--- config.mk ---
export PLATFORM = sky130hd
export DESIGN_NAME = packet_header_normalizer_flat
export DESIGN_NICKNAME = d
export VERILOG_FILES = /design/src/rtl/phn_pkg.sv /design/src/rtl/phn_if.sv /design/src/rtl/packet_header_normalizer.sv /design/src/rtl/phn_parser.sv /design/src/rtl/phn_emitter.sv /design/src/flat_wrapper.sv
export VERILOG_INCLUDE_DIRS = /design/src /design/src/rtl
export SDC_FILE = /design/constraint.sdc
export NUM_CORES = 1
export LEC_CHECK = 0
export BUFFER_PORTS_ARGS = -buffer_cell sky130_fd_sc_hd__buf_2
export CAP_MARGIN = 15
export CELL_PAD_IN_SITES_DETAIL_PLACEMENT = 1
export CELL_PAD_IN_SITES_GLOBAL_PLACEMENT = 2
export CORE_ASPECT_RATIO = 1.25
export CORE_UTILIZATION = 40
export CTS_CLUSTER_SIZE = 25
export DETAILED_ROUTE_END_ITERATION = 6
export HOLD_SLACK_MARGIN = 0.03
export PLACE_DENSITY_LB_ADDON = 0.08
export SLEW_MARGIN = 20
export SYNTH_ARGS = -nofsm -noshare
export SYNTH_HDL_FRONTEND = slang
export SYNTH_SLANG_ARGS = --single-unit
--- constraint.sdc ---
create_clock -name clk -period 7.8 [get_ports clk]
set_clock_uncertainty 0.1 [all_clocks]
set_input_delay 0.39 -clock clk [delete_from_list [all_inputs] [get_ports clk]]
set_output_delay 0.39 -clock clk [all_outputs]
set_load 0.01 [all_outputs]
--- src/rtl/packet_header_normalizer_macros.svh ---
// Assertion macros shared by the header normalizer RTL.
`ifndef PACKET_HEADER_NORMALIZER_MACROS_SVH
`define PACKET_HEADER_NORMALIZER_MACROS_SVH

// Check that cons holds in every cycle where ante holds.
`define PHN_ASSERT_IMPL(label, clk, rst_n, ante, cons) \
  label: assert property (@(posedge clk) disable iff (!rst_n) (ante) |-> (cons)) \
    else $error("packet_header_normalizer: invariant violated");

// Check that cons holds in the first cycle after reset is released.
`define PHN_ASSERT_AFTER_RESET(label, clk, rst_n, cons) \
  label: assert property (@(posedge clk) disable iff (!rst_n) $past(!rst_n) |-> (cons)) \
    else $error("packet_header_normalizer: bad state after reset");

`endif

--- src/rtl/phn_pkg.sv ---
// Types and constants of the packet header normalizer.
package phn_pkg;

  // Parser phase
  typedef enum logic [2:0] {
    PH_ETH    = 3'd0,
    PH_IP     = 3'd1,
    PH_L4     = 3'd2,
    PH_DONE   = 3'd3,
    PH_REJECT = 3'd4
  } phase_t;

  // Verdict codes
  typedef enum logic [1:0] {
    VERD_ACCEPT   = 2'd0,
    VERD_NOT_IPV4 = 2'd1,
    VERD_NOT_L4   = 2'd2,
    VERD_TRUNC    = 2'd3
  } verdict_t;

  localparam logic [5:0]  HDR_SLOT      = 6'd60;
  localparam logic [5:0]  TCP_TAIL      = 6'd8;
  localparam logic [6:0]  UDP_LEN       = 7'd8;
  localparam logic [5:0]  ETYPE_HI_OFS  = 6'd12;
  localparam logic [5:0]  ETYPE_LO_OFS  = 6'd13;
  localparam logic [5:0]  VLAN_RESUME   = 6'd10;
  localparam logic [5:0]  IP_VHL_OFS    = 6'd0;
  localparam logic [5:0]  IP_PROTO_OFS  = 6'd9;
  localparam logic [5:0]  TCP_DOFF_OFS  = 6'd12;
  localparam logic [15:0] ETYPE_VLAN    = 16'h8100;
  localparam logic [15:0] ETYPE_IPV4    = 16'h0800;
  localparam logic [7:0]  PROTO_TCP     = 8'd6;
  localparam logic [7:0]  PROTO_UDP     = 8'd17;
  localparam logic [3:0]  MIN_HDR_WORDS = 4'd5;

  // One run of results caused by one input byte:
  // an optional lead item, a run of zero bytes, an optional closing verdict.
  typedef struct packed {
    logic       lead_v;
    logic [7:0] lead_byte;
    logic       lead_isv;
    verdict_t   lead_verd;
    logic [5:0] zcnt;
    logic       tail_v;
    verdict_t   tail_verd;
  } run_t;

endpackage

--- src/rtl/phn_if.sv ---
// Valid/ready channel interfaces for frame bytes in and blob items out.
interface phn_in_if;
  logic       valid;
  logic       ready;
  logic [7:0] frame_byte;
  logic       frame_last;

  modport source (output valid, output frame_byte, output frame_last, input ready);
  modport sink   (input valid, input frame_byte, input frame_last, output ready);
endinterface

interface phn_out_if;
  logic       valid;
  logic       ready;
  logic [7:0] blob_byte;
  logic       is_verdict;
  logic [1:0] verdict;
  logic       run_last;

  modport source (output valid, output blob_byte, output is_verdict, output verdict,
                  output run_last, input ready);
  modport sink   (input valid, input blob_byte, input is_verdict, input verdict,
                  input run_last, output ready);
endinterface

--- src/rtl/packet_header_normalizer.sv ---
// Packet header normalizer top level.
//
// in_beat carries one Ethernet frame byte per beat, frame_last on the final
// byte. out_beat delivers the normalized 128-byte header blob (IPv4 header
// padded to 60, TCP header padded to 60 plus 8 zeros or UDP header plus 60
// zeros) and one verdict beat: accepted, not IPv4, not TCP/UDP or truncated.
// run_last marks the last result beat caused by one input byte.
// An accepted byte's run is registered before it is shown. Results leave
// at one beat per cycle unless the receiver stalls; a byte that ends a
// header causes a run of up to 62 beats, set by the single result counter.
// Input throughput is one byte per cycle while runs drain as fast as they
// are made; one further run may queue behind the active one, after which
// in_beat.ready drops until the active run finishes.
// Bytes that cause no result (Ethernet header, payload) are taken at one
// per cycle whenever no run is queued, whatever the output does.
// Reset (synchronous, active low) empties both runs and returns the parser
// to the Ethernet header; no clearing pass is needed.
// When the receiver stalls, the current beat holds on out_beat.
`include "packet_header_normalizer_macros.svh"

module packet_header_normalizer (
  input  logic      clk,
  input  logic      rst_n,
  phn_in_if.sink    in_beat,
  phn_out_if.source out_beat
);
  import phn_pkg::*;

  run_t run;
  logic run_v;
  logic run_ready;
  logic beat_acc;
  logic verd_beat;
  logic verd_clean;
  logic blob_beat;

  // Take a byte whenever the run queue has room
  assign in_beat.ready = run_ready;
  assign beat_acc      = in_beat.valid && run_ready;

  phn_parser u_parser (
    .clk        (clk),
    .rst_n      (rst_n),
    .beat_acc   (beat_acc),
    .frame_byte (in_beat.frame_byte),
    .frame_last (in_beat.frame_last),
    .run        (run),
    .run_v      (run_v)
  );

  phn_emitter u_emitter (
    .clk       (clk),
    .rst_n     (rst_n),
    .run_v     (run_v),
    .run       (run),
    .run_ready (run_ready),
    .out_beat  (out_beat)
  );

  // Checks
  assign verd_beat  = out_beat.valid && out_beat.is_verdict;
  assign verd_clean = out_beat.run_last && (out_beat.blob_byte == 8'd0);
  assign blob_beat  = out_beat.valid && !out_beat.is_verdict;

  `PHN_ASSERT_IMPL(a_verdict_ends_run, clk, rst_n, verd_beat, verd_clean)
  `PHN_ASSERT_IMPL(a_blob_no_verdict, clk, rst_n, blob_beat, out_beat.verdict == VERD_ACCEPT)
  `PHN_ASSERT_IMPL(a_stall_has_output, clk, rst_n, !in_beat.ready, out_beat.valid)
  `PHN_ASSERT_AFTER_RESET(a_reset_idle, clk, rst_n, !out_beat.valid && in_beat.ready)

endmodule

--- src/rtl/phn_parser.sv ---
// Header parser: frame state registers and the run descriptor of each byte.
module phn_parser (
  input  logic          clk,
  input  logic          rst_n,
  input  logic          beat_acc,
  input  logic [7:0]    frame_byte,
  input  logic          frame_last,
  output phn_pkg::run_t run,
  output logic          run_v
);
  import phn_pkg::*;

  phase_t     phase_r, phase_nxt, phase_step;
  logic [5:0] byte_count_r, byte_count_nxt;
  logic [5:0] ip_len_r, ip_len_nxt;
  logic [5:0] tcp_len_r, tcp_len_nxt;
  logic       is_tcp_r, is_tcp_nxt;
  logic [7:0] type_hi_r, type_hi_nxt;
  logic       vlan_seen_r, vlan_seen_nxt;

  logic [5:0]  idx_inc;
  logic [6:0]  idx_p1;
  logic [15:0] etype;
  logic [3:0]  ihl_eff, doff_eff;
  logic [5:0]  ip_len_eff, tcp_len_eff;
  logic        vlan_skip, eth_ipv4, eth_bad, proto_bad, ip_end, tcp_end, udp_end;

  // Decode the current byte against the frame position
  assign idx_inc     = byte_count_r + 6'd1;
  assign idx_p1      = {1'b0, byte_count_r} + 7'd1;
  assign etype       = {type_hi_r, frame_byte};
  assign ihl_eff     = (frame_byte[3:0] < MIN_HDR_WORDS) ? MIN_HDR_WORDS : frame_byte[3:0];
  assign doff_eff    = (frame_byte[7:4] < MIN_HDR_WORDS) ? MIN_HDR_WORDS : frame_byte[7:4];
  assign ip_len_eff  = (byte_count_r == IP_VHL_OFS) ? {ihl_eff, 2'b00} : ip_len_r;
  assign tcp_len_eff = (byte_count_r == TCP_DOFF_OFS) ? {doff_eff, 2'b00} : tcp_len_r;
  assign vlan_skip   = (byte_count_r == ETYPE_LO_OFS) && (etype == ETYPE_VLAN) && !vlan_seen_r;
  assign eth_ipv4    = (byte_count_r == ETYPE_LO_OFS) && (etype == ETYPE_IPV4);
  assign eth_bad     = (byte_count_r == ETYPE_LO_OFS) && !vlan_skip && !eth_ipv4;
  assign proto_bad   = (byte_count_r == IP_PROTO_OFS) && (frame_byte != PROTO_TCP)
                       && (frame_byte != PROTO_UDP);
  assign ip_end      = idx_p1 >= {1'b0, ip_len_eff};
  assign tcp_end     = (byte_count_r >= TCP_DOFF_OFS) && (idx_p1 >= {1'b0, tcp_len_eff});
  assign udp_end     = idx_p1 >= UDP_LEN;

  // Next state: advance through the headers, drop back to reset on frame end
  always_comb begin
    phase_step     = phase_r;
    byte_count_nxt = byte_count_r;
    ip_len_nxt     = ip_len_r;
    tcp_len_nxt    = tcp_len_r;
    is_tcp_nxt     = is_tcp_r;
    type_hi_nxt    = type_hi_r;
    vlan_seen_nxt  = vlan_seen_r;
    unique case (phase_r)
      PH_ETH: begin
        if (byte_count_r == ETYPE_HI_OFS) begin
          type_hi_nxt    = frame_byte;
          byte_count_nxt = idx_inc;
        end else if (byte_count_r == ETYPE_LO_OFS) begin
          if (vlan_skip) begin
            vlan_seen_nxt  = 1'b1;
            byte_count_nxt = VLAN_RESUME;
          end else if (eth_ipv4) begin
            phase_step     = PH_IP;
            byte_count_nxt = '0;
          end else begin
            phase_step = PH_REJECT;
          end
        end else begin
          byte_count_nxt = idx_inc;
        end
      end
      PH_IP: begin
        ip_len_nxt = ip_len_eff;
        if (proto_bad) begin
          phase_step = PH_REJECT;
        end else begin
          if (byte_count_r == IP_PROTO_OFS) begin
            is_tcp_nxt = (frame_byte == PROTO_TCP);
          end
          if (ip_end) begin
            phase_step     = PH_L4;
            byte_count_nxt = '0;
          end else begin
            byte_count_nxt = idx_inc;
          end
        end
      end
      PH_L4: begin
        if (is_tcp_r) begin
          tcp_len_nxt = tcp_len_eff;
          if (tcp_end) begin
            phase_step = PH_DONE;
          end else begin
            byte_count_nxt = idx_inc;
          end
        end else if (udp_end) begin
          phase_step = PH_DONE;
        end else begin
          byte_count_nxt = idx_inc;
        end
      end
      default: begin
      end
    endcase

    phase_nxt = phase_step;
    if (frame_last) begin
      phase_nxt      = PH_ETH;
      byte_count_nxt = '0;
      ip_len_nxt     = '0;
      tcp_len_nxt    = '0;
      is_tcp_nxt     = 1'b0;
      type_hi_nxt    = '0;
      vlan_seen_nxt  = 1'b0;
    end
  end

  // Run descriptor of the current byte
  always_comb begin
    run = '0;
    unique case (phase_r)
      PH_ETH: begin
        if (eth_bad) begin
          run.lead_v    = 1'b1;
          run.lead_isv  = 1'b1;
          run.lead_verd = VERD_NOT_IPV4;
        end
      end
      PH_IP: begin
        run.lead_v = 1'b1;
        if (proto_bad) begin
          run.lead_isv  = 1'b1;
          run.lead_verd = VERD_NOT_L4;
        end else begin
          run.lead_byte = frame_byte;
          if (ip_end) begin
            run.zcnt = HDR_SLOT - ip_len_eff;
          end
        end
      end
      PH_L4: begin
        run.lead_v    = 1'b1;
        run.lead_byte = frame_byte;
        if (is_tcp_r && tcp_end) begin
          run.zcnt      = HDR_SLOT - tcp_len_eff + TCP_TAIL;
          run.tail_v    = 1'b1;
          run.tail_verd = VERD_ACCEPT;
        end else if (!is_tcp_r && udp_end) begin
          run.zcnt      = HDR_SLOT;
          run.tail_v    = 1'b1;
          run.tail_verd = VERD_ACCEPT;
        end
      end
      default: begin
      end
    endcase
    // Close an unfinished frame with a truncated verdict
    if (frame_last && (phase_step != PH_DONE) && (phase_step != PH_REJECT)) begin
      run.tail_v    = 1'b1;
      run.tail_verd = VERD_TRUNC;
    end
  end

  assign run_v = beat_acc && (run.lead_v || run.tail_v);

  // Hold frame state between accepted bytes
  always_ff @(posedge clk) begin
    if (!rst_n) begin
      phase_r      <= PH_ETH;
      byte_count_r <= '0;
      ip_len_r     <= '0;
      tcp_len_r    <= '0;
      is_tcp_r     <= 1'b0;
      type_hi_r    <= '0;
      vlan_seen_r  <= 1'b0;
    end else if (beat_acc) begin
      phase_r      <= phase_nxt;
      byte_count_r <= byte_count_nxt;
      ip_len_r     <= ip_len_nxt;
      tcp_len_r    <= tcp_len_nxt;
      is_tcp_r     <= is_tcp_nxt;
      type_hi_r    <= type_hi_nxt;
      vlan_seen_r  <= vlan_seen_nxt;
    end
  end

endmodule

--- src/rtl/phn_emitter.sv ---
// Run emitter: one queued run, one active run, one result beat per cycle unless stalled.
module phn_emitter (
  input  logic          clk,
  input  logic          rst_n,
  input  logic          run_v,
  input  phn_pkg::run_t run,
  output logic          run_ready,
  phn_out_if.source     out_beat
);
  import phn_pkg::*;

  run_t job_r, job_nxt;
  run_t pend_r, pend_nxt;
  logic pend_v_r, pend_v_nxt;
  logic job_act, item_last, out_acc, job_can_load;

  // Pick the current item of the active run
  assign job_act   = job_r.lead_v || (job_r.zcnt != '0) || job_r.tail_v;
  assign item_last = job_r.lead_v ? ((job_r.zcnt == '0) && !job_r.tail_v)
                                  : ((job_r.zcnt == 6'd1 && !job_r.tail_v)
                                     || (job_r.zcnt == '0));
  assign out_acc      = out_beat.valid && out_beat.ready;
  assign job_can_load = !job_act || (out_acc && item_last);
  assign run_ready    = !pend_v_r;

  always_comb begin
    out_beat.valid      = job_act;
    out_beat.run_last   = item_last;
    out_beat.blob_byte  = '0;
    out_beat.is_verdict = 1'b0;
    out_beat.verdict    = VERD_ACCEPT;
    if (job_r.lead_v) begin
      out_beat.blob_byte  = job_r.lead_byte;
      out_beat.is_verdict = job_r.lead_isv;
      out_beat.verdict    = job_r.lead_verd;
    end else if (job_r.zcnt == '0) begin
      out_beat.is_verdict = 1'b1;
      out_beat.verdict    = job_r.tail_verd;
    end
  end

  // Advance the active run, load the next one from the input or the queue
  always_comb begin
    job_nxt    = job_r;
    pend_nxt   = pend_r;
    pend_v_nxt = pend_v_r;
    if (out_acc) begin
      if (job_r.lead_v) begin
        job_nxt.lead_v = 1'b0;
      end else if (job_r.zcnt != '0) begin
        job_nxt.zcnt = job_r.zcnt - 6'd1;
      end else begin
        job_nxt.tail_v = 1'b0;
      end
    end
    priority if (run_v && run_ready) begin
      if (job_can_load) begin
        job_nxt = run;
      end else begin
        pend_nxt   = run;
        pend_v_nxt = 1'b1;
      end
    end else if (pend_v_r && job_can_load) begin
      job_nxt    = pend_r;
      pend_v_nxt = 1'b0;
    end else begin
    end
  end

  always_ff @(posedge clk) begin
    if (!rst_n) begin
      job_r    <= '0;
      pend_v_r <= 1'b0;
    end else begin
      job_r    <= job_nxt;
      pend_v_r <= pend_v_nxt;
    end
  end

  // Queued run payload
  always_ff @(posedge clk) begin
    pend_r <= pend_nxt;
  end

endmodule

--- src/flat_wrapper.sv ---
// flat-port wrapper written by rule: the top's interface ports become plain ports
module packet_header_normalizer_flat import phn_pkg::*;
  (clk, rst_n, in_beat_valid, in_beat_frame_byte, in_beat_frame_last, in_beat_ready, out_beat_valid, out_beat_blob_byte, out_beat_is_verdict, out_beat_verdict, out_beat_run_last, out_beat_ready);
  phn_in_if in_beat_i ();
  phn_out_if out_beat_i ();
  input  logic clk;
  input  logic rst_n;
  input wire logic [$bits(in_beat_i.valid)-1:0] in_beat_valid;
  input wire logic [$bits(in_beat_i.frame_byte)-1:0] in_beat_frame_byte;
  input wire logic [$bits(in_beat_i.frame_last)-1:0] in_beat_frame_last;
  output wire logic [$bits(in_beat_i.ready)-1:0] in_beat_ready;
  output wire logic [$bits(out_beat_i.valid)-1:0] out_beat_valid;
  output wire logic [$bits(out_beat_i.blob_byte)-1:0] out_beat_blob_byte;
  output wire logic [$bits(out_beat_i.is_verdict)-1:0] out_beat_is_verdict;
  output wire logic [$bits(out_beat_i.verdict)-1:0] out_beat_verdict;
  output wire logic [$bits(out_beat_i.run_last)-1:0] out_beat_run_last;
  input wire logic [$bits(out_beat_i.ready)-1:0] out_beat_ready;
  assign in_beat_i.valid = in_beat_valid;
  assign in_beat_i.frame_byte = in_beat_frame_byte;
  assign in_beat_i.frame_last = in_beat_frame_last;
  assign in_beat_ready = in_beat_i.ready;
  assign out_beat_valid = out_beat_i.valid;
  assign out_beat_blob_byte = out_beat_i.blob_byte;
  assign out_beat_is_verdict = out_beat_i.is_verdict;
  assign out_beat_verdict = out_beat_i.verdict;
  assign out_beat_run_last = out_beat_i.run_last;
  assign out_beat_i.ready = out_beat_ready;
  packet_header_normalizer u_core (.clk(clk), .rst_n(rst_n), .in_beat(in_beat_i), .out_beat(out_beat_i));
endmodule
Yosys cells after proc, flatten, opt, wreduce, memory -nomap -nowiden
Index checks and enable logic that the tools add are counted.
{"block": "op_classes", "n_mux": 74, "bitwise_logic": 1, "eq_ne": 21, "magnitude_cmp": 6, "reduce_logical": 56, "add_sub_neg": 6}
{"op": "$mux 6", "count": 20}
{"op": "$mux 21", "count": 3}
{"op": "$mux 3", "count": 14}
{"op": "$mux 8", "count": 5}
{"op": "$logic_and 1x1->1", "count": 20}
{"op": "$eq 6x4->1 const B", "count": 3}
{"op": "$mux 1", "count": 18}
{"op": "$mux 9", "count": 2}
{"op": "$pmux 6 s3", "count": 1}
{"op": "$reduce_bool 2->1", "count": 9}
{"op": "$eq 16x12->1 const B", "count": 1}
{"op": "$eq 16x16->1 const B", "count": 1}
{"op": "$pmux 8 s2", "count": 1}
{"op": "$ge 7x6->1", "count": 2}
{"op": "$mux 7", "count": 2}
{"op": "$logic_not 6->1", "count": 2}
{"op": "$pmux 6 s2", "count": 1}
{"op": "$sub 6x6->6 const A", "count": 2}
{"op": "$pmux 3 s3", "count": 1}
{"op": "$eq 8x3->1 const B", "count": 1}
{"op": "$lt 4x3->1 const B", "count": 2}
{"op": "$mux 4", "count": 2}
{"op": "$ne 2x2->1 const B", "count": 4}
{"op": "$ne 4x4->1 const B", "count": 2}
{"op": "29 further kinds", "count": 45}
{"block": "totals", "word_cells": 186, "reg_bits": 74, "input_bits": 13, "output_inout_bits": 14}

Longest topological paths before layout
Gate-level depths: netlist (run 1).
{"block": "depth", "depth_word": 17, "ltp_mapped": 15, "depth_no_buf": 15}

By module
A second synthesis (run 1) with hierarchy kept.
{"block": "unflattened", "cells_unflattened": 539, "area_unflattened_um2": 4598.2}
{"module": "phn_parser", "area_per_inst_um2": 2615.0, "instances": 1, "cells_each": 358}
{"module": "phn_emitter", "area_per_inst_um2": 1976.9, "instances": 1, "cells_each": 180}
{"module": "packet_header_normalizer", "area_per_inst_um2": 6.3, "instances": 1, "cells_each": 1}

Least setup slack after synthesis (run 1)
OpenSTA, ideal clock, no wires.
{"block": "synth_timing", "path_type": "register to register", "from": "register u_core.u_parser.byte_count_r[0]", "to": "register u_core.u_emitter.pend_r[0] (netlist bit), enable pin", "setup_time_ps": 378, "stages_incl_launch_ff": 15, "t_required_ps": 7322, "path_slack_ps": 3760, "arrival_ps": 3562, "path_cell_list": "dfxtp_1 -> inv_1 -> ha_1 -> and3_1 -> buf_6 -> mux2i_1 -> ha_1 -> a21o_1 -> a2111oi_0 -> o21ai_0 -> o211a_4 -> a211oi_2 -> or3_1 -> a31o_1 -> and3_1"}
{"block": "synth_via", "elab_chain_cells": 15}
{"item": "from (decl)", "line_no": "phn_parser.sv:14", "text": "logic [5:0] byte_count_r, byte_count_nxt;"}
{"item": "from (signal assigned)", "line_no": "phn_parser.sv:179", "text": "byte_count_r <= byte_count_nxt;"}
{"item": "branches (longest 11 deep; another with $add 6x1->7)"}
{"item": "$logic_or 1x1->1 *", "line_no": "phn_parser.sv:165", "text": "assign run_v = beat_acc && (run.lead_v || run.tail_v);"}
{"item": "$logic_and 1x1->1 *", "line_no": "phn_parser.sv:165"}
{"item": "$logic_and 1x1->1 *", "line_no": "phn_emitter.sv:56", "text": "priority if (run_v && run_ready) begin"}
{"item": "$reduce_and 2->1 (no line) *"}
{"item": "to (signal assigned)", "line_no": "phn_emitter.sv:82", "text": "pend_r <= pend_nxt;"}
{"item": "to (decl)", "line_no": "phn_emitter.sv:13", "text": "run_t pend_r, pend_nxt;"}
Every way passes the cells marked *.
A chain may end at the register's enable or synchronous reset.

Worst setup path after layout (run 1)
{"block": "layout_timing", "from": "register u_core.u_parser.byte_count_r[3]", "to": "register u_core.u_emitter.pend_r[17] (netlist bit), enable pin"}
The elaborated chain is that of the path after synthesis.

==> impl_metrics.prom, run 1 <==
# TYPE chip_impl_metric gauge
chip_impl_info{name="run_status",value="finished clean"} 1
chip_impl_metric{name="viasPerCell",unit=""} 5.97
chip_impl_metric{name="detail_route.first_pass.iterations",unit=""} 4
chip_impl_metric{name="core_region_area",unit="µm²"} 10700
chip_impl_info{name="synth-main-ff-cell",value="sky130_fd_sc_hd__dfxtp_1"} 1
chip_impl_metric{name="p_per_area",unit="nW/µm²"} 280
chip_impl_metric{name="clkLatencyLatePin",unit="ns"} 0.35
chip_impl_metric{name="post-place-cells",unit=""} 660
chip_impl_metric{name="setup_viol_count_final",unit=""} 0
chip_impl_info{name="cts_tree",value="built"} 1
chip_impl_metric{name="register_area",unit="µm²"} 1640
chip_impl_metric{name="tightestPinTransition",unit="ns"} 0.933
chip_impl_metric{name="maximum_frequency_from_static_timing_analysis",unit="GHz"} 0.204
chip_impl_metric{name="min_period_over_period",unit="%"} 62.7
chip_impl_info{name="layout_common_cells",value="sky130_fd_sc_hd__nor2_1 (56), sky130_fd_sc_hd__dfxtp_1 (52), sky130_fd_sc_hd__nand2_1 (45), sky130_fd_sc_hd__a21oi_1 (38), sky130_fd_sc_hd__buf_2 (26)"} 1
chip_impl_metric{name="clockBufferDepth",unit=""} 2
chip_impl_metric{name="top_level_ports",unit=""} 27
chip_impl_metric{name="synth.ff_latch_count",unit=""} 72
chip_impl_metric{name="overall_overflow_remaining_after_global_route",unit=""} 0
chip_impl_metric{name="p_leak",unit="nW"} 1.87
chip_impl_metric{name="stdcell_count",unit=""} 676
chip_impl_metric{name="antenna-diode-count",unit=""} 0
chip_impl_metric{name="route.vias.total",unit=""} 4035
chip_impl_metric{name="timing.critical_path.arrival",unit="ns"} 4.76
chip_impl_metric{name="post_route_drc",unit=""} 0
chip_impl_info{name="worst_min_delay_path_category",value="in2reg"} 1
chip_impl_info{name="most_common_cell_after_layout_fill_and_taps_aside",value="sky130_fd_sc_hd__nor2_1"} 1
chip_impl_metric{name="ir_drop",unit="V"} 0.000119
chip_impl_info{name="worstSetupPathType",value="reg2reg"} 1
chip_impl_metric{name="postCtsSetupRepairBufs",unit=""} 0
chip_impl_metric{name="syn2layout_area_growth",unit="%"} 10.5
chip_impl_metric{name="die_x",unit="µm"} 96.0
chip_impl_metric{name="slew-limit-headroom",unit="%"} 37.4
chip_impl_metric{name="clkSlewWorstSetupHoldPaths",unit="ns"} 0.06
chip_impl_metric{name="grt_pass1_vias",unit=""} 4070
chip_impl_metric{name="grt.total_usage",unit="%"} 25.6
chip_impl_metric{name="multi_input_comb_area",unit="µm²"} 2590
chip_impl_metric{name="detailed_place_hpwl",unit="µm"} 10300
chip_impl_metric{name="rows",unit=""} 42
chip_impl_metric{name="cts-buffers-inserted",unit=""} 9
chip_impl_metric{name="netlist_instances",unit=""} 527
chip_impl_metric{name="grt_max_degree",unit=""} 38
chip_impl_metric{name="portBuffers",unit=""} 26
chip_impl_metric{name="cap_viol_max_count",unit=""} 0
chip_impl_metric{name="drt_iter0_drc",unit=""} 167
chip_impl_metric{name="drt.antenna.violating_nets",unit=""} 0
chip_impl_metric{name="fin_worst_hold_slack",unit="ns"} 0.345
chip_impl_metric{name="global_route_wire_length_before_repair",unit="µm"} 21700
chip_impl_metric{name="finalInstanceArea",unit="µm²"} 4880
chip_impl_info{name="timing.critical_path.to_type",value="register"} 1
chip_impl_info{name="rsz0062_at_grt",value="false"} 1
chip_impl_metric{name="yosys.cell_types.count",unit=""} 69
chip_impl_info{name="cts_root_buf",value="sky130_fd_sc_hd__clkbuf_16"} 1
chip_impl_metric{name="maxSlewViolCount",unit=""} 0
chip_impl_metric{name="report.final.hold_viol_count",unit=""} 0
chip_impl_metric{name="clock_sinks",unit=""} 72
chip_impl_metric{name="initial_core_util",unit="%"} 41.4
chip_impl_metric{name="mean_cell_area_of_the_mapped_netlist",unit="µm²"} 8.39
chip_impl_metric{name="ys_seq_area_share",unit="%"} 37.1
chip_impl_metric{name="place_congestion",unit=""} 0.861
chip_impl_metric{name="antenna_violations_before_repair",unit=""} 0
chip_impl_metric{name="mappedNetlistArea",unit="µm²"} 4420
chip_impl_metric{name="floorplan.die.height",unit="µm"} 120
chip_impl_info{name="worst_setup_path_start_kind",value="register"} 1
chip_impl_metric{name="post_cts_resize_count",unit=""} 0
chip_impl_metric{name="timing.critical_path.fanout_max",unit=""} 20
chip_impl_metric{name="layout.nets",unit=""} 570
chip_impl_metric{name="design.die.area",unit="µm²"} 11500
chip_impl_metric{name="critical_path_required",unit="ns"} 7.67
chip_impl_metric{name="synth-warning-count",unit=""} 0
chip_impl_metric{name="number_of_enable_flip_flop_cells_after_synthesis",unit=""} 20
chip_impl_metric{name="nFillCells",unit=""} 1316
chip_impl_metric{name="synthArstFlopShare",unit="%"} 0
chip_impl_metric{name="number_of_h_tree_branching_levels",unit=""} 3
chip_impl_metric{name="setup-tns-final",unit="ns"} 0
chip_impl_metric{name="place_area",unit="µm²"} 4610
chip_impl_metric{name="drive_above_1_share",unit="%"} 11.0
chip_impl_metric{name="routed_wl",unit="µm"} 14000
chip_impl_metric{name="fin_crit",unit="ns"} 4.89
chip_impl_metric{name="cts_hold_buffers",unit=""} 0
chip_impl_metric{name="avgRoutedWirePerCell",unit="µm"} 20.7
chip_impl_metric{name="fin_util",unit="%"} 45.8
chip_impl_metric{name="synth_nets",unit=""} 558
[final timing paths]
kind | cells after the start | slack [ns] | start | end
worst max-delay path | 12 | 2.91 | u_core.u_parser.byte_count_r[3] | u_core.u_emitter.pend_r[17]
worst min-delay path | 2 | 0.35 | in_beat_frame_byte[4] | u_core.u_emitter.pend_r[16]
worst max register to register | 12 | 2.91 | u_core.u_parser.byte_count_r[3] | u_core.u_emitter.pend_r[17]
worst min register to register | 2 | 0.35 | u_core.u_parser.ip_len_r[1] | u_core.u_parser.ip_len_r[1]
[cell type report]
class,count,share of cell area [%]
clock buffer,9,4.61
clock inverter,7,0.948
inverter,22,1.69
multi-input combinational,407,52.9
sequential,72,33.6
tap,132,3.38
timing repair buffer,27,2.82
[sequential cells by signal (all words and copies together) (netlist names)]
name	cells
u_core.u_parser.ip_len_r	6
u_core.u_parser.tcp_len_r	6
u_core.u_parser.vlan_seen_r	1
u_core.u_parser.is_tcp_r	1
u_core.u_emitter.pend_r	20
u_core.u_parser.byte_count_r	6
u_core.u_emitter.job_r	20
u_core.u_parser.phase_r	3
u_core.u_emitter.pend_v_r	1
u_core.u_parser.type_hi_r	8
[critical path: stages (launching register included)]
cell,delay (ns)
sky130_fd_sc_hd__dfxtp_1,0.56
sky130_fd_sc_hd__nor2b_1,0.22
sky130_fd_sc_hd__and3_1,0.49
sky130_fd_sc_hd__mux2i_1,0.40
sky130_fd_sc_hd__ha_1,0.33
sky130_fd_sc_hd__a21o_1,0.18
sky130_fd_sc_hd__a2111oi_0,0.40
sky130_fd_sc_hd__o21ai_0,0.19
sky130_fd_sc_hd__o211a_4,0.19
sky130_fd_sc_hd__a211oi_2,0.27
sky130_fd_sc_hd__or3_1,0.18
sky130_fd_sc_hd__a31o_1,0.22
sky130_fd_sc_hd__and3_1,0.77
[layer usage]
layer	vias up	GRT usage [%]	wire [µm]
li1	1958	-	-
met1	1975	30.8	6040
met2	75	43.7	6960
met3	27	3.23	466
met4	0	13.2	512
met5	-	0	0
[per-stage QoR]
stage | total power [mW] | worst slack (ns)
2_1_floorplan | 0.837 | 3.76
3_3_place_gp | 0.971 | 3.21
3_5_place_dp | 0.991 | 2.99
4_1_cts | 1.38 | 2.92
5_1_grt | 1.45 | 2.66
6_report | 1.37 | 2.91
[cells in the mapped netlist (all sizes together), types with 3 or more instances]
master	count	area, µm²
nor4bb	3	30.0
mux2i	5	62.6
and3	18	113
ha	18	225
nor4	9	77.6
dfxtp	52	1040
o22ai	16	100
nor3	14	70.1
a211oi	4	35.0
a21o	8	60.1
a21oi	40	204
or3	5	31.3
and2	23	144
xnor2	8	70.1
buf	8	45.0
edfxtp	20	601
xor2	5	43.8
o21a	4	30.0
clkbuf	18	68.8
a22oi	4	30.0
nand3	10	50.1
nor2	57	216
nor3b	10	80.1
nor2b	3	18.8
nand2	45	169
a221oi	10	93.8
a31oi	5	31.3
nand2b	7	43.8
o21ai	30	154
a222oi	3	30.0
nand4	3	25.0
a22o	8	70.1
nand3b	4	30.0
o211ai	5	37.5
inv	22	82.6
[cell families after synthesis]
logic type      synth area share (%)
mux                             1.42
flops                           37.1
compound gates                  23.2
simple gates                    26.1
xor+xnor                        2.58
buf+inv                         4.44
fa+ha+maj                       5.09
[power breakdown]
group	internal, mW	total, mW	switching [mW]
Clock	0.215	0.387	0.172
Combinational	0.160	0.475	0.314
Sequential	0.457	0.508	0.0510
Total	0.832	1.37	0.538
No activity file was read; power rests on OpenSTA's default activity.
==> run 2, diff against run 1 <==
--- a/config.mk
+++ b/config.mk
@@ -11,7 +11,7 @@
 export CELL_PAD_IN_SITES_DETAIL_PLACEMENT = 1
 export CELL_PAD_IN_SITES_GLOBAL_PLACEMENT = 2
 export CORE_ASPECT_RATIO = 1.25
-export CORE_UTILIZATION = 40
+export CORE_UTILIZATION = 34
 export CTS_CLUSTER_SIZE = 25
 export DETAILED_ROUTE_END_ITERATION = 6
 export HOLD_SLACK_MARGIN = 0.03
==> constraint.sdc (replaced) <==
create_clock -name clk -period 4.4 [get_ports clk]
set_clock_uncertainty 0.1 [all_clocks]
set_input_delay 0.22 -clock clk [delete_from_list [all_inputs] [get_ports clk]]
set_output_delay 0.22 -clock clk [all_outputs]
set_load 0.01 [all_outputs]
==> impl_metrics.prom, run 2 (synthesis results as in run 1) <==
# TYPE chip_impl_metric gauge
chip_impl_metric{name="setup-tns-final",unit="ns"} 0
chip_impl_metric{name="seqPwrFrac",unit="%"} 35.9
chip_impl_metric{name="clkLatencyLatePin",unit="ns"} 0.34
chip_impl_metric{name="p_sw_share",unit="%"} 37.9
chip_impl_metric{name="slew-limit-headroom",unit="%"} 36.6
chip_impl_metric{name="route.vias.total",unit=""} 4078
chip_impl_metric{name="avgRoutedWirePerCell",unit="µm"} 19.8
chip_impl_metric{name="report.final.hold_viol_count",unit=""} 0
chip_impl_metric{name="finalInstanceArea",unit="µm²"} 5080
chip_impl_info{name="critical-path-slowest-cell",value="sky130_fd_sc_hd__or3_1"} 1
chip_impl_metric{name="fin_crit",unit="ns"} 4.11
chip_impl_metric{name="postCtsSetupRepairBufs",unit=""} 0
chip_impl_metric{name="number_of_h_tree_branching_levels",unit=""} 3
chip_impl_info{name="cts_root_buf",value="sky130_fd_sc_hd__clkbuf_16"} 1
chip_impl_metric{name="syn2layout_area_growth",unit="%"} 14.9
chip_impl_metric{name="cts-buffers-inserted",unit=""} 9
chip_impl_metric{name="viasPerCell",unit=""} 5.62
chip_impl_info{name="cts_tree",value="built"} 1
chip_impl_info{name="worst_min_delay_path_category",value="in2reg"} 1
chip_impl_metric{name="rr_worst_depth",unit=""} 15
chip_impl_metric{name="power.net_switching",unit="µW"} 949
chip_impl_info{name="worst_setup_path_start_kind",value="register"} 1
chip_impl_info{name="worstSetupPathType",value="reg2reg"} 1
chip_impl_info{name="layout_common_cells",value="sky130_fd_sc_hd__nor2_1 (56), sky130_fd_sc_hd__dfxtp_1 (51), sky130_fd_sc_hd__nand2_1 (45), sky130_fd_sc_hd__a21oi_1 (39), sky130_fd_sc_hd__buf_2 (26)"} 1
chip_impl_metric{name="drt_iter0_drc",unit=""} 227
chip_impl_metric{name="global_route_wire_length_before_repair",unit="µm"} 22800
chip_impl_metric{name="overall_overflow_remaining_after_global_route",unit=""} 0
chip_impl_metric{name="detailed_place_hpwl",unit="µm"} 10900
chip_impl_metric{name="drt.antenna.violating_nets",unit=""} 0
chip_impl_metric{name="core_region_area",unit="µm²"} 12700
chip_impl_metric{name="floorplan.die.height",unit="µm"} 129
chip_impl_info{name="reg_top3",value="u_core.u_emitter.job_r: 20 flops, u_core.u_emitter.pend_r: 20 flops, u_core.u_parser.type_hi_r: 8 flops"} 1
chip_impl_metric{name="design.die.area",unit="µm²"} 13500
chip_impl_info{name="timing.critical_path.to_type",value="register"} 1
chip_impl_metric{name="post_route_drc",unit=""} 0
chip_impl_metric{name="clkSlewWorstSetupHoldPaths",unit="ns"} 0.06
chip_impl_metric{name="initial_core_util",unit="%"} 34.9
chip_impl_metric{name="portBuffers",unit=""} 26
chip_impl_metric{name="nFillCells",unit=""} 1553
chip_impl_info{name="rsz0062_at_grt",value="false"} 1
chip_impl_metric{name="rows",unit=""} 46
chip_impl_metric{name="die_x",unit="µm"} 104
chip_impl_metric{name="p_per_area",unit="nW/µm²"} 493
chip_impl_metric{name="power.internal",unit="mW"} 1.56
chip_impl_metric{name="grt_pass1_vias",unit=""} 4086
chip_impl_metric{name="place_area",unit="µm²"} 4760
chip_impl_metric{name="drive_above_1_share",unit="%"} 14.0
chip_impl_info{name="run_status",value="finished clean"} 1
chip_impl_info{name="gate_family_responsible_for_the_most_delay_along_the_worst_path",value="compound AO/OA/AOI/OAI gates"} 1
chip_impl_metric{name="timing.critical_path.arrival",unit="ns"} 4.10
chip_impl_metric{name="register_area",unit="µm²"} 1640
chip_impl_info{name="most_common_cell_after_layout_fill_and_taps_aside",value="sky130_fd_sc_hd__nor2_1"} 1
chip_impl_metric{name="comb_power_share",unit="%"} 34.5
chip_impl_metric{name="antenna-diode-count",unit=""} 0
chip_impl_metric{name="multi_input_comb_area",unit="µm²"} 2600
chip_impl_metric{name="layout.nets",unit=""} 584
chip_impl_metric{name="cap_viol_max_count",unit=""} 0
chip_impl_metric{name="antenna_violations_before_repair",unit=""} 0
chip_impl_metric{name="timing.critical_path.fanout_max",unit=""} 16
chip_impl_metric{name="tightestPinTransition",unit="ns"} 0.945
chip_impl_metric{name="clock_sinks",unit=""} 72
chip_impl_metric{name="maxSlewViolCount",unit=""} 0
chip_impl_metric{name="grt_max_degree",unit=""} 38
chip_impl_metric{name="critical_path_required",unit="ns"} 4.39
chip_impl_metric{name="clockBufferDepth",unit=""} 2
chip_impl_metric{name="place_congestion",unit=""} 0.826
chip_impl_metric{name="max_stage_delay",unit="ns"} 0.42
chip_impl_metric{name="detail_route.first_pass.iterations",unit=""} 4
chip_impl_metric{name="grt.total_usage",unit="%"} 22.0
chip_impl_metric{name="routed_wl",unit="µm"} 14400
chip_impl_metric{name="critical_path_depth",unit=""} 15
chip_impl_metric{name="min_period_over_period",unit="%"} 93.5
chip_impl_metric{name="maximum_frequency_from_static_timing_analysis",unit="GHz"} 0.243
chip_impl_metric{name="critPathBufInv",unit=""} 3
chip_impl_metric{name="clkPwrFrac",unit="%"} 29.6
chip_impl_metric{name="ir_drop",unit="V"} 0.000332
chip_impl_metric{name="setup_viol_count_final",unit=""} 0
chip_impl_metric{name="hold-path-cell-count",unit=""} 4
chip_impl_info{name="crit_path_cell_chain",value="inv_1 -> ha_1 -> buf_4 -> and2_0 -> o21ai_0 -> ha_1 -> a21o_1 -> a221oi_2 -> o21ai_0 -> o21ai_1 -> a211oi_2 -> or3_1 -> a31o_1 -> and3_1 -> buf_4"} 1
chip_impl_metric{name="p_leak",unit="nW"} 1.96
chip_impl_metric{name="top_level_ports",unit=""} 27
-- run 2: final cells by class --
| cell class | instances | area share (%) |
|---|---|---|
| flip-flops and latches | 72 | 32.3 |
| repair buffers | 41 | 4.78 |
| inverters | 22 | 1.63 |
| clock inverters | 5 | 0.739 |
| multi-input cells | 407 | 51.2 |
| clock buffers | 11 | 5.20 |
| well taps | 168 | 4.14 |
-- run 2: repair_timing --
| item | in CTS | in global routing |
|---|---|---|
| hold endpoints to repair | 0 | 0 |
| setup endpoints to repair | 0 | 33 |
| hold buffers | 0 | 0 |
| resized for setup | 0 | 5 |
-- run 2: path summary, 6_finish.rpt --
check / to / slack [ns] / from
setup / recovery: u_core.u_emitter.pend_r[5] / 0.29 / u_core.u_parser.byte_count_r[1]
hold / removal: u_core.u_emitter.job_r[20] / 0.20 / out_beat_ready
setup reg to reg: u_core.u_emitter.pend_r[5] / 0.29 / u_core.u_parser.byte_count_r[1]
hold reg to reg: u_core.u_parser.tcp_len_r[1] / 0.35 / u_core.u_parser.tcp_len_r[1]
-- run 2: power by group through the flow --
stage / registers (mW) / clock network [mW] / logic, mW
after floorplan: 0.872 / 0 / 0.611
after global placement: 0.909 / 0 / 0.863
after detailed placement: 0.915 / 0 / 0.871
after CTS: 0.901 / 0.753 / 0.878
after global routing: 0.917 / 0.779 / 0.959
final: 0.901 / 0.741 / 0.864
-- run 2: per-layer routing --
| layer | part of all wire [%] | GRT usage (%) |
|---|---|---|
| met3 | 3.2 | 3.82 |
| met2 | 50 | 39.6 |
| met5 | 0 | 0 |
| met4 | 3.2 | 9.08 |
| met1 | 43 | 26.1 |
-- run 2: worst min-delay path: stages --
cell,delay (ns)
sky130_fd_sc_hd__buf_2,0.14
sky130_fd_sc_hd__inv_1,0.06
sky130_fd_sc_hd__a222oi_1,0.08
sky130_fd_sc_hd__nor2_1,0.10
-- run 2: through the flow --
| stage | hold WS [ns] | utilization (%) | total power, mW | instances | setup WS [ns] |
|---|---|---|---|---|---|
| 6_report | 0.198 | 40.1 | 2.51 | 726 | 0.288 |
| 5_1_grt | 0.226 | 40.1 | 2.66 | 726 | 0.0140 |
| 4_1_cts | 0.196 | 40.0 | 2.53 | 726 | 0.141 |
| 3_5_place_dp | 0.343 | 37.6 | 1.79 | 710 | 0.159 |
| 3_3_place_gp | 0.336 | 37.6 | 1.77 | 710 | 0.346 |
| 2_1_floorplan | 0.287 | - | 1.48 | 527 | 0.360 |
==> run 3, diff against run 2 <==
--- a/config.mk
+++ b/config.mk
@@ -6,14 +6,15 @@
 export SDC_FILE = /design/constraint.sdc
 export NUM_CORES = 1
 export LEC_CHECK = 0
-export BUFFER_PORTS_ARGS = -buffer_cell sky130_fd_sc_hd__buf_2
 export CAP_MARGIN = 15
 export CELL_PAD_IN_SITES_DETAIL_PLACEMENT = 1
 export CELL_PAD_IN_SITES_GLOBAL_PLACEMENT = 2
 export CORE_ASPECT_RATIO = 1.25
-export CORE_UTILIZATION = 34
+export CORE_UTILIZATION = 30
+export CTS_BUF_LIST = sky130_fd_sc_hd__clkbuf_4 sky130_fd_sc_hd__clkbuf_8
 export CTS_CLUSTER_SIZE = 25
 export DETAILED_ROUTE_END_ITERATION = 6
+export DONT_BUFFER_PORTS = 1
 export HOLD_SLACK_MARGIN = 0.03
 export PLACE_DENSITY_LB_ADDON = 0.08
 export SLEW_MARGIN = 20
==> impl_metrics.prom, run 3 (synthesis results as in run 1) <==
# TYPE chip_impl_metric gauge
chip_impl_info{name="crit_path_cell_chain",value="inv_1 -> ha_1 -> and3_2 -> mux2i_1 -> ha_1 -> a21o_1 -> a2111oi_1 -> o21ai_0 -> o211a_4 -> a211oi_2 -> or3_1 -> a31o_1 -> and3_1 -> buf_6"} 1
chip_impl_metric{name="final.setup.worst_slack",unit="ns"} 0.299
chip_impl_metric{name="finalInstanceArea",unit="µm²"} 5020
chip_impl_metric{name="die_x",unit="µm"} 111
chip_impl_metric{name="clockBufferDepth",unit=""} 2
chip_impl_metric{name="clock_sinks",unit=""} 72
chip_impl_metric{name="multi_input_comb_area",unit="µm²"} 2580
chip_impl_metric{name="post_route_drc",unit=""} 0
chip_impl_metric{name="grt.total_usage",unit="%"} 20.9
chip_impl_metric{name="nFillCells",unit=""} 1692
chip_impl_metric{name="timing.critical_path.fanout_max",unit=""} 20
chip_impl_metric{name="comb_power_share",unit="%"} 35.6
chip_impl_metric{name="number_of_h_tree_branching_levels",unit=""} 3
chip_impl_metric{name="maximum_frequency_from_static_timing_analysis",unit="GHz"} 0.244
chip_impl_metric{name="grt_max_degree",unit=""} 38
chip_impl_metric{name="place_area",unit="µm²"} 4660
chip_impl_info{name="most_common_cell_after_layout_fill_and_taps_aside",value="sky130_fd_sc_hd__nor2_1"} 1
chip_impl_metric{name="global_route_wire_length_before_repair",unit="µm"} 23700
chip_impl_metric{name="setup_viol_count_final",unit=""} 0
chip_impl_metric{name="report.final.hold_viol_count",unit=""} 0
chip_impl_metric{name="drt_iter0_drc",unit=""} 198
chip_impl_metric{name="core_region_area",unit="µm²"} 14400
chip_impl_metric{name="design.die.area",unit="µm²"} 15200
chip_impl_metric{name="detail_route.first_pass.iterations",unit=""} 4
chip_impl_metric{name="postCtsSetupRepairBufs",unit=""} 0
chip_impl_metric{name="cap_viol_max_count",unit=""} 0
chip_impl_info{name="run_status",value="finished clean"} 1
chip_impl_metric{name="initial_core_util",unit="%"} 30.7
chip_impl_metric{name="setup-tns-final",unit="ns"} 0
chip_impl_metric{name="grt_pass1_vias",unit=""} 4026
chip_impl_metric{name="p_leak",unit="nW"} 1.88
chip_impl_metric{name="antenna_violations_before_repair",unit=""} 0
chip_impl_metric{name="clkPwrFrac",unit="%"} 26.4
chip_impl_metric{name="top_level_ports",unit=""} 27
chip_impl_info{name="layout_common_cells",value="sky130_fd_sc_hd__nor2_1 (56), sky130_fd_sc_hd__dfxtp_1 (52), sky130_fd_sc_hd__nand2_1 (45), sky130_fd_sc_hd__a21oi_1 (39), sky130_fd_sc_hd__o21ai_0 (24)"} 1
chip_impl_metric{name="power.net_switching",unit="µW"} 926
chip_impl_metric{name="fin_crit",unit="ns"} 4.10
chip_impl_metric{name="syn2layout_area_growth",unit="%"} 13.6
chip_impl_metric{name="cts-buffers-inserted",unit=""} 9
chip_impl_metric{name="seqPwrFrac",unit="%"} 38.0
chip_impl_metric{name="drt.antenna.violating_nets",unit=""} 0
chip_impl_metric{name="layout.nets",unit=""} 572
chip_impl_info{name="worst_setup_path_start_kind",value="register"} 1
chip_impl_metric{name="route.vias.total",unit=""} 4045
chip_impl_metric{name="register_area",unit="µm²"} 1640
chip_impl_metric{name="floorplan.die.height",unit="µm"} 138
chip_impl_metric{name="rows",unit=""} 49
chip_impl_metric{name="max_stage_delay",unit="ns"} 0.37
chip_impl_metric{name="routed_wl",unit="µm"} 15700
chip_impl_metric{name="min_period_over_period",unit="%"} 93.2
chip_impl_info{name="rsz0062_at_grt",value="false"} 1
chip_impl_metric{name="maxSlewViolCount",unit=""} 0
chip_impl_info{name="critical-path-slowest-cell",value="sky130_fd_sc_hd__a2111oi_1"} 1
chip_impl_info{name="worst_min_delay_path_category",value="in2reg"} 1
chip_impl_info{name="path_common_cell",value="sky130_fd_sc_hd__ha_1"} 1
chip_impl_metric{name="clkLatencyLatePin",unit="ns"} 0.38
chip_impl_metric{name="avgRoutedWirePerCell",unit="µm"} 21.7
chip_impl_metric{name="drive_above_1_share",unit="%"} 9.52
chip_impl_metric{name="timing.critical_path.arrival",unit="ns"} 4.07
chip_impl_info{name="reg_top3",value="u_core.u_emitter.job_r: 20 flops, u_core.u_emitter.pend_r: 20 flops, u_core.u_parser.type_hi_r: 8 flops"} 1
chip_impl_metric{name="tightestPinTransition",unit="ns"} 0.991
chip_impl_metric{name="viasPerCell",unit=""} 5.59
chip_impl_metric{name="slew-limit-headroom",unit="%"} 33.5
chip_impl_metric{name="overall_overflow_remaining_after_global_route",unit=""} 0
chip_impl_info{name="cts_tree",value="built"} 1
chip_impl_metric{name="ir_drop",unit="V"} 0.000394
chip_impl_metric{name="clkSlewWorstSetupHoldPaths",unit="ns"} 0.09
chip_impl_info{name="cts_root_buf",value="sky130_fd_sc_hd__clkbuf_8"} 1
chip_impl_metric{name="antenna-diode-count",unit=""} 0
chip_impl_info{name="worstSetupPathType",value="reg2reg"} 1
chip_impl_metric{name="power.internal",unit="mW"} 1.44
chip_impl_info{name="timing.critical_path.to_type",value="register"} 1
chip_impl_metric{name="place_congestion",unit=""} 0.849
chip_impl_metric{name="detailed_place_hpwl",unit="µm"} 11400
chip_impl_metric{name="portBuffers",unit=""} 0
chip_impl_metric{name="critical_path_required",unit="ns"} 4.37
chip_impl_metric{name="pre_cts_ws",unit="ns"} 0.260
chip_impl_metric{name="p_per_area",unit="nW/µm²"} 470
chip_impl_metric{name="p_sw_share",unit="%"} 39.2
-- run 3: worst paths after layout --
path / from / end / slack, ns / cells after the start
worst min register to register: u_core.u_parser.ip_len_r[0] / u_core.u_parser.ip_len_r[0] / 0.35 / 2
worst max register to register: u_core.u_parser.byte_count_r[1] / u_core.u_emitter.pend_r[5] / 0.30 / 14
worst min-delay path: in_beat_frame_byte[4] / u_core.u_parser.type_hi_r[4] / 0.05 / 3
worst max-delay path: u_core.u_parser.byte_count_r[1] / u_core.u_emitter.pend_r[5] / 0.30 / 14
-- run 3: area by class of cell --
class	count	area share, %
clock buffer	10	2.74
clock inverter	6	1.82
inverter	22	1.64
multi-input combinational	407	51.5
sequential	72	32.7
tap	178	4.43
timing repair buffer	29	5.21
-- run 3: power by group through the flow --
stage          clock, mW  combinational [mW]  sequential, mW
6_report           0.623               0.840           0.898
3_5_place_dp           0               0.824           0.915
5_1_grt            0.668               0.935           0.913
2_1_floorplan          0               0.611           0.872
4_1_cts            0.645               0.849           0.899
3_3_place_gp           0               0.814           0.911
-- run 3: metal layers --
layer  vias up  GRT usage (%)  share of wire [%]
li1       1961              -                  -
met2        77           37.5                 50
met1      1976           24.0                 44
met3        31           3.08                2.5
met5         -              0                  0
met4         0           11.6                3.9
-- run 3: worst max-delay path, delay by kind of cell, from the launching register on --
family	cells	cell delay [ns]
buffers and inverters	2	0.32
AND/OR/NAND/NOR	3	0.68
AO/OA/AOI/OAI	6	1.46
adder cells (fa/ha/maj)	2	0.60
flip-flops	1	0.36
multiplexers	1	0.30
-- run 3: timing repair --
item	CTS	global route
hold buffers	12	0
resized for setup	0	4
hold endpoints to repair	49	0
setup endpoints to repair	0	20
-- run 3: metrics by stage --
stage / instances / hold WS, ns / power [mW] / util [%]
finish: 724 / 0.0507 / 2.36 / 34.9
global route: 724 / 0.0409 / 2.52 / 34.9
CTS: 724 / 0.0306 / 2.39 / 34.8
detailed placement: 696 / 0.254 / 1.74 / 32.3
global placement: 696 / 0.250 / 1.73 / 32.3
floorplan: 527 / 0.287 / 1.48 / -
